<file path="config.mk">
export PLATFORM = sky130hd
export DESIGN_NAME = ekf_mj_ser
export DESIGN_NICKNAME = d
export VERILOG_FILES = /design/src/sv/ekf_mj_pkg.sv /design/src/sv/ekf_mj_ser.sv
export SDC_FILE = /design/constraint.sdc
export NUM_CORES = 2
export LEC_CHECK = 0
export BUFFER_PORTS_ARGS = -buffer_cell sky130_fd_sc_hd__buf_2
export CORE_AREA = 2 2 616 618
export CTS_CLUSTER_DIAMETER = 30
export DETAILED_ROUTE_END_ITERATION = 10
export DIE_AREA = 0 0 618 620
export PLACE_DENSITY = 0.42
export SYNTH_ARGS = -nofsm -noshare
export SYNTH_HDL_FRONTEND = slang
export SYNTH_SLANG_ARGS = --single-unit
</file>
<file path="constraint.sdc">
create_clock -name clk -period 47.1 [get_ports clk]
set_input_delay 9.42 -clock clk [delete_from_list [all_inputs] [get_ports clk]]
set_output_delay 9.42 -clock clk [all_outputs]
set_load 0.02 [all_outputs]
</file>
<file path="src/sv/ekf_mj_pkg.sv">
// Shared types, constants and arithmetic helpers of the motion Jacobian block.
package ekf_mj_pkg;

  // Entry stream
  localparam int ENTRY_COUNT = 32;
  localparam int CNT_W       = 5;

  // Series lengths of the sine and cosine evaluation
  localparam int TERM_COUNT = 8;
  localparam int SIN_TERMS  = 7;

  // Stage counts: front reduction, three stages per series term, final quadrant stage
  localparam int TRIG_LAT = 6 + 3 * TERM_COUNT + 1;
  localparam int ROT_LAT  = 6;

  localparam logic [15:0] TIME_STEP_RESET = 16'd655;

  // pi/2 in Q.40 and its half, plus a reciprocal for quotient estimation
  localparam logic [40:0] HALF_PI_Q40  = 41'd1727108826179;
  localparam logic [39:0] QTR_PI_Q40   = 40'(HALF_PI_Q40 / 2);
  localparam logic [15:0] REDUCE_RECIP = 16'((65'd1 << 56) / HALF_PI_Q40);

  localparam logic signed [63:0] SAT_MAX = 64'sd140737488355327;
  localparam logic signed [63:0] SAT_MIN = -64'sd140737488355328;

  typedef logic signed [31:0] q30_t;
  typedef logic signed [33:0] coef_t;
  typedef logic signed [47:0] entry_t;

  localparam entry_t ONE_Q24 = 48'sd16777216;

  typedef struct packed {
    logic signed [31:0] pos_x;
    logic signed [31:0] pos_y;
    logic signed [31:0] pos_z;
    logic signed [31:0] roll_rate;
    logic signed [31:0] pitch_rate;
    logic signed [31:0] yaw_rate;
  } in_word_t;

  typedef struct packed {
    logic [3:0]         row;
    logic [3:0]         column;
    logic signed [47:0] entry_value;
    logic               last;
  } out_word_t;

  typedef struct packed {
    logic signed [31:0] pos_x;
    logic signed [31:0] pos_y;
    logic signed [31:0] pos_z;
  } pos_t;

  typedef struct packed {
    q30_t sr;
    q30_t cr;
    q30_t sp;
    q30_t cp;
    q30_t sy;
    q30_t cy;
  } sincos_t;

  localparam logic [3:0] ENTRY_ROW [ENTRY_COUNT] = '{
    4'd0, 4'd0, 4'd0, 4'd0, 4'd0, 4'd0, 4'd0, 4'd1, 4'd1, 4'd1, 4'd1, 4'd1, 4'd1, 4'd1,
    4'd2, 4'd2, 4'd2, 4'd2, 4'd2, 4'd2, 4'd3, 4'd3, 4'd4, 4'd4, 4'd5, 4'd5, 4'd6, 4'd7,
    4'd8, 4'd9, 4'd10, 4'd11
  };

  localparam logic [3:0] ENTRY_COL [ENTRY_COUNT] = '{
    4'd0, 4'd1, 4'd2, 4'd6, 4'd9, 4'd10, 4'd11, 4'd0, 4'd1, 4'd2, 4'd7, 4'd9, 4'd10,
    4'd11, 4'd0, 4'd1, 4'd2, 4'd8, 4'd9, 4'd10, 4'd3, 4'd9, 4'd4, 4'd10, 4'd5, 4'd11,
    4'd6, 4'd7, 4'd8, 4'd9, 4'd10, 4'd11
  };

  // Q2.30 product, rounded half up
  function automatic coef_t mul30(input coef_t a, input coef_t b);
    logic signed [67:0] p;
    p = a * b + (68'sd1 <<< 29);
    return p[63:30];
  endfunction

  // Clamp to the 48-bit entry range
  function automatic entry_t sat48(input logic signed [63:0] v);
    entry_t res;
    if (v > SAT_MAX) begin
      res = SAT_MAX[47:0];
    end else if (v < SAT_MIN) begin
      res = SAT_MIN[47:0];
    end else begin
      res = v[47:0];
    end
    return res;
  endfunction

endpackage

</file>
<file path="src/sv/ekf_mj_ser.sv">
// Serializer: holds an item's 32 entries, sends one word per cycle unless stalled.
module ekf_mj_ser import ekf_mj_pkg::*; (
  input  logic      clk,
  input  logic      rst_n,
  input  logic      in_vld,
  input  entry_t    in_vals [ENTRY_COUNT],
  output logic      ready,
  output logic      out_valid,
  input  logic      out_stall,
  output out_word_t out_word
);

  entry_t           vals_r [ENTRY_COUNT];
  logic [CNT_W-1:0] cnt_r;
  logic             busy_r;
  logic             acc;
  logic             last_ent;
  logic             load;

  assign acc      = busy_r && !out_stall;
  assign last_ent = (cnt_r == CNT_W'(ENTRY_COUNT - 1));
  assign ready    = !busy_r || (acc && last_ent);
  assign load     = in_vld && ready;

  // Entry buffer: load whole item, shift one entry per accepted word
  always_ff @(posedge clk) begin
    if (load) begin
      vals_r <= in_vals;
    end else if (acc) begin
      for (int i = 0; i < ENTRY_COUNT - 1; i++) begin
        vals_r[i] <= vals_r[i+1];
      end
      vals_r[ENTRY_COUNT-1] <= vals_r[ENTRY_COUNT-1];
    end
  end

  // Entry counter and busy flag
  always_ff @(posedge clk) begin
    if (!rst_n) begin
      cnt_r  <= '0;
      busy_r <= 1'b0;
    end else if (load) begin
      cnt_r  <= '0;
      busy_r <= 1'b1;
    end else if (acc) begin
      cnt_r <= cnt_r + CNT_W'(1);
      if (last_ent) begin
        busy_r <= 1'b0;
      end
    end
  end

  assign out_valid            = busy_r;
  assign out_word.row         = ENTRY_ROW[cnt_r];
  assign out_word.column      = ENTRY_COL[cnt_r];
  assign out_word.entry_value = vals_r[0];
  assign out_word.last        = last_ent;

  // A new item only lands on an empty buffer or as the final word leaves
  a_load_free: assert property (@(posedge clk) disable iff (!rst_n)
    load |-> (!busy_r || (acc && last_ent)))
    else $error("serializer loaded over pending entries");

  // Entries advance by exactly one per accepted word
  a_cnt_step: assert property (@(posedge clk) disable iff (!rst_n)
    (acc && !last_ent) |=> (busy_r && cnt_r == $past(cnt_r) + CNT_W'(1)))
    else $error("entry counter skipped");

  // Final word without a waiting item empties the buffer
  a_drain: assert property (@(posedge clk) disable iff (!rst_n)
    (acc && last_ent && !load) |=> !busy_r)
    else $error("serializer stayed busy after final entry");

endmodule

</file>
# Word level (Yosys, flattened, before mapping)
# Memories as Yosys holds them, arrays and structs flattened.
# Cells that the tools add are included.
[op_classes]
n_eq_ne = 1
add_sub_neg = 1
reduce_logical = 10
n_lt_le_gt_ge = 1
bitwise_logic = 2
mux = 9
[op_table]
columns = ["op", "n"]
rows = [
  ["two-way mux 1536 bit", 2],
  ["two-way mux 4 bit", 4],
  [">= comparator 6 bit (second input constant)", 1],
  ["inverter 5 -> 6 bit", 1],
  ["adder 5 x 1 -> 5 bit (second input constant)", 1],
  ["== test 5 bit (second input constant)", 1],
  ["nonzero test 2 bit", 2],
  ["logical AND 1 bit", 3],
  ["two-way mux 1 bit", 3],
  ["zero test 1 bit", 2],
  ["AND reduction 2 bit", 1],
  ["OR reduction 2 bit", 1],
  ["logical OR 1 bit", 1],
  ["inverter 1 bit", 1],
]
[totals]
inputBits = 1540
output_inout_bits = 59
n_memories = 2
romBits = 256
reg_bits = 1542
elab_cells = 60
[memory_table]
columns = ["memory", "depth", "width", "read_ports", "rd_clocked_by_memory_dff", "wr", "line", "rtl"]
rows = [
  ["(name not given)", 32, 4, 1, 0, 0, "ekf_mj_ser.sv:55", "assign out_word.column = ENTRY_COL[cnt_r];"],
  ["(name not given)", 32, 4, 1, 0, 0, "ekf_mj_ser.sv:54", "assign out_word.row = ENTRY_ROW[cnt_r];"],
]

# Depth between registers and ports, before layout
[logic_depth]
depth_word = 7
ltp_mapped = 11
mapped_depth_nobuf = 7

# Worst setup path after synthesis
# No wires, ideal clock.
[synth_path]
path_type = "input port to flip-flop"
from = "in out_stall"
to = "reg vals_r, in the netlist out_word[10] (enable)"
required_time_ns = 45.224
path_buffers = 1
stages = 3
arrival_ns = 39.344
path_slack_ns = 5.880
path_cell_list = "nor2b_1 clkbuf_1 a21o_1"
[synth_between]
elab_chain_len = 6
[synth_lines]
columns = ["item", "line", "rtl"]
rows = [
  ["start: declaration", "ekf_mj_ser.sv:9", "input logic out_stall,"],
  ["zero test 1 bit (*)", "ekf_mj_ser.sv:20", "assign acc = busy_r && !out_stall;"],
  ["logical AND 1 bit (*)", "ekf_mj_ser.sv:20", ""],
  ["logical AND 1 bit", "ekf_mj_ser.sv:22", "assign ready = !busy_r || (acc && last_ent);"],
  ["logical OR 1 bit", "ekf_mj_ser.sv:22", ""],
  ["logical AND 1 bit", "ekf_mj_ser.sv:23", "assign load = in_vld && ready;"],
  ["nonzero test 2 bit (no line) (*)", "-", ""],
  ["end signal: assignment", "ekf_mj_ser.sv:28", "vals_r <= in_vals;"],
  ["end signal: indexed assignment", "ekf_mj_ser.sv:31", "vals_r[i] <= vals_r[i+1];"],
  ["end signal: indexed assignment", "ekf_mj_ser.sv:33", "vals_r[ENTRY_COUNT-1] <= vals_r[ENTRY_COUNT-1];"],
  ["end: declaration", "ekf_mj_ser.sv:13", "entry_t vals_r [ENTRY_COUNT];"],
]
# Every way passes the cells marked *; elsewhere a longest branch is shown, timed or not.
# A chain may end at the register's enable or synchronous reset.

# Worst setup path in the final report
[layout_path]
from = "in out_stall"
to = "out ready"
[layout_between]
elab_chain_len = 4
[layout_lines]
columns = ["item", "line", "rtl"]
rows = [
  ["zero test 1 bit", "ekf_mj_ser.sv:20", ""],
  ["logical AND 1 bit", "ekf_mj_ser.sv:20", ""],
  ["logical AND 1 bit", "ekf_mj_ser.sv:22", ""],
  ["logical OR 1 bit", "ekf_mj_ser.sv:22", ""],
  ["end: declaration", "ekf_mj_ser.sv:7", "output logic ready,"],
]
# Every way passes these cells.

==> reports/results.ini <==
[run_status]
status = finished clean

[clocking]
post_cts_resized = 0
ctsHoldBuffers = 0
worstSkewPairLatency_ns = 0.90
htreeDepth = 5
clk_pin_slew_ns = 0.04
cts_inserted_buffers = 435
clockBufferDepth = 4
ctsRootBufferMaster = clkbuf_16
cts_num_sinks = 1542
post-cts-setup-buffers = 0
cts_tree = yes

[routing]
routed_via_density = 3.58
vias = 38500
wl_per_cell_um = 22.6
drc_errors = 0
dr.pass1.iters = 5
ant_nets = 0
first_iter_violations = 2366
wirelength_mm = 243

[timing]
worst_pin_slew_ns = 1.21
setup_tns_ns = 0
relSlewSlack_pct = 19.1
setup_viol = 0
fmax_ghz = 0.0500
final.setup.worst_slack_ns = 27.11
post-route-period-util_pct = 42.4
finalHoldViolCount = 0
fin_crit_ns = 19.99
grt_setup_unrepaired = no
finClkSkew_ns = 0.0874
final_max_slew_viol_count = 0

[pwr]
p_per_area_nw_per_um2 = 52.8
leakagePower_nw = 34.9
irDropWorstVdd_mv = 0.0335
power.total_mw = 4.92

[synth]
synth_compound_area_share_pct = 0.255
ys_warn_count = 0
synthAdderAreaFrac_pct = 0.224
yosys.area_share.xor_xnor_pct = 0.0266
synth_cells = 3391
syn_nets = 4942
yosys-top-cells-area = edfxtp_1 70%, mux2_2 25%, buf_6 1.9%, buf_4 0.68%, and3_1 0.48%
ys_ff_latch = 1542
synth_top_cell_by_area = edfxtp_1
yosysTopAreaCellShare_pct = 70.1
muxShareOfSynthArea_pct = 25.5
synth_top_family_by_area = multiplexers
syn-cell-area_um2 = 65800
ys_types = 37
yosys.area_share.simple_pct = 0.732
yosysSeqAreaShare_pct = 70.2
avgSynthCellArea_um2 = 19.4

[grt]
grt_max_degree = 179
grt_pass1_wl_mm = 323
grt_pass1_vias = 40400
track_usage_pct = 12.0
antenna_found_initial = 299
grt-ovfl-total = 0

[worst_setup_path]
arrival_ns = 10.57
cpMostUsedCell = buf_2
crit_type = in2out
worst_path_max_delay_cell = buf_4
cpPeakStageDelay_ns = 0.33
path_cells = buf_2 -> nor2b_1 -> nand2b_2 -> buf_4 -> buf_2
start_kind = input port
crit_required_ns = 37.68
crit_path_end_kind = output pin
critical_path.max_fanout = 25

[floorplanning]
coreArea_um2 = 377000
io_pins = 1599
rows = 226
die_area_um2 = 383000
die_height_um = 620
start_util_pct = 17.5
die_w_um = 618

[final_layout]
final_nets = 6789
fin_util_pct = 24.7
syn_to_final_growth_pct = 41.4
fillers = 39400
design_area_um2 = 93100
drive_above_1_share_pct = 67.0

[place]
port_buffers = 1598
placed_cell_area_um2 = 78500
place.gp.congestion = 0.815
place_hpwl_mm = 184
pre_cts_ws_ns = 27.08

[hold_path]
min_path_type = reg2reg

[job]
cap_viol_max_count = 0

[cells in the final DEF (no fill, tap or decap), types with 3 or more instances in the layout]
cell type / count
clkinv_4: 8
buf_2: 1598
nand2b_1: 3
buf_4: 37
ha_1: 11
and3_1: 50
clkbuf_1: 80
clkinv_16: 14
nand2_1: 8
edfxtp_1: 1536
buf_12: 6
dfxtp_1: 6
inv_1: 5
a21oi_1: 6
clkinv_2: 87
mux2_2: 1488
clkbuf_16: 437
inv_16: 3
clkinvlp_4: 20
diode_2: 132
nor2b_1: 4
o21ai_0: 5
clkinv_1: 105
inv_6: 5
nor2_1: 10
nand3b_1: 3
bufinv_16: 46
[metrics by stage]
step | hold WS (ns) | instances
2_1_floorplan | 0.523 | 3391
3_3_place_gp | 0.525 | 9817
3_5_place_dp | 0.530 | 9817
4_1_cts | 0.462 | 10600
5_1_grt | 0.490 | 10700
6_report | 0.473 | 10800
[final cells by class]
cell class,count,area (um2),area share [%]
Sequential cell,1542,46200,49.7
Clock inverter,289,2970,3.19
Multi-Input combinational cell,1612,17600,18.9
Tap cell,5016,6280,6.74
Clock buffer,517,11200,12.1
Inverter,6,22.5,0.0242
Timing Repair Buffer,1641,8400,9.02
Antenna cell,132,330,0.355
[worst paths after layout]
| check | from | to | slack [ns] | cells past startpoint |
|---|---|---|---|---|
| hold / removal | vals_r[38] | vals_r[86] | 0.47 | 1 |
| hold reg to reg | vals_r[38] | vals_r[86] | 0.47 | 1 |
| setup / recovery | out_stall | ready | 27.11 | 5 |
| setup reg to reg | cnt_r[1] | vals_r[1232] | 38.70 | 13 |
[cell usage after synthesis]
master and count:
and3_1 50, xor2_1 1, o21ai_0 5, o22ai_1 1, o211a_1 1, a311oi_1 1
a221oi_1 1, a21boi_0 1, mux2i_1 1, nand4_1 1, nor2_1 10, nand2b_1 4
a31oi_1 1, mux2_2 1488, edfxtp_1 1536, buf_2 42, a21o_1 1, xnor2_1 1
clkbuf_1 17, a21oi_1 6, a211oi_1 2, o32a_1 1, o22a_1 1, nand3_1 2
nor2b_1 4, inv_1 6, buf_6 112, buf_4 60, nand2_2 1, nand2_1 8
maj3_1 1, and2_1 1, o21a_1 2, dfxtp_1 6, o21ai_2 1, nand3b_1 3
ha_1 11
[cell families (layout without fill, tap and decap cells)]
group | after synthesis | after routing
other | 0 | 132
and+or+nand+nor | 84 | 84
xor gates and xnor gates | 2 | 2
adders and majority gates | 12 | 12
buffers and inverters | 237 | 2453
DFF | 1542 | 1542
AOI/OAI and AO/OA | 25 | 25
muxes | 1489 | 1489
[state kept, by name, indices dropped and copies added, names as in the netlist]
name / cells
cnt_r: 5
out_word: 48
out_valid: 1
vals_r: 1488
[worst max-delay path, delay by kind of cell]
family,cells,cell delay (ns)
buffers and inverters,3,0.68
and+or+nand+nor,2,0.42
[report_power, final]
part	internal, mW	switching, mW	leakage [nW]
sequential	1.70	0.0536	15.0
clock	1.93	0.883	6.89
combinational	0.183	0.165	13.1
total	3.81	1.10	34.9
[per-layer routing]
metal	up-vias	GRT usage, %	wire, um
met3	776	4.49	19900
met1	18400	12.0	83000
li1	17400	-	-
met5	-	0	962
met2	1717	22.5	130000
met4	152	4.49	9220
Note: power is estimated with default switching activity, not from simulation.
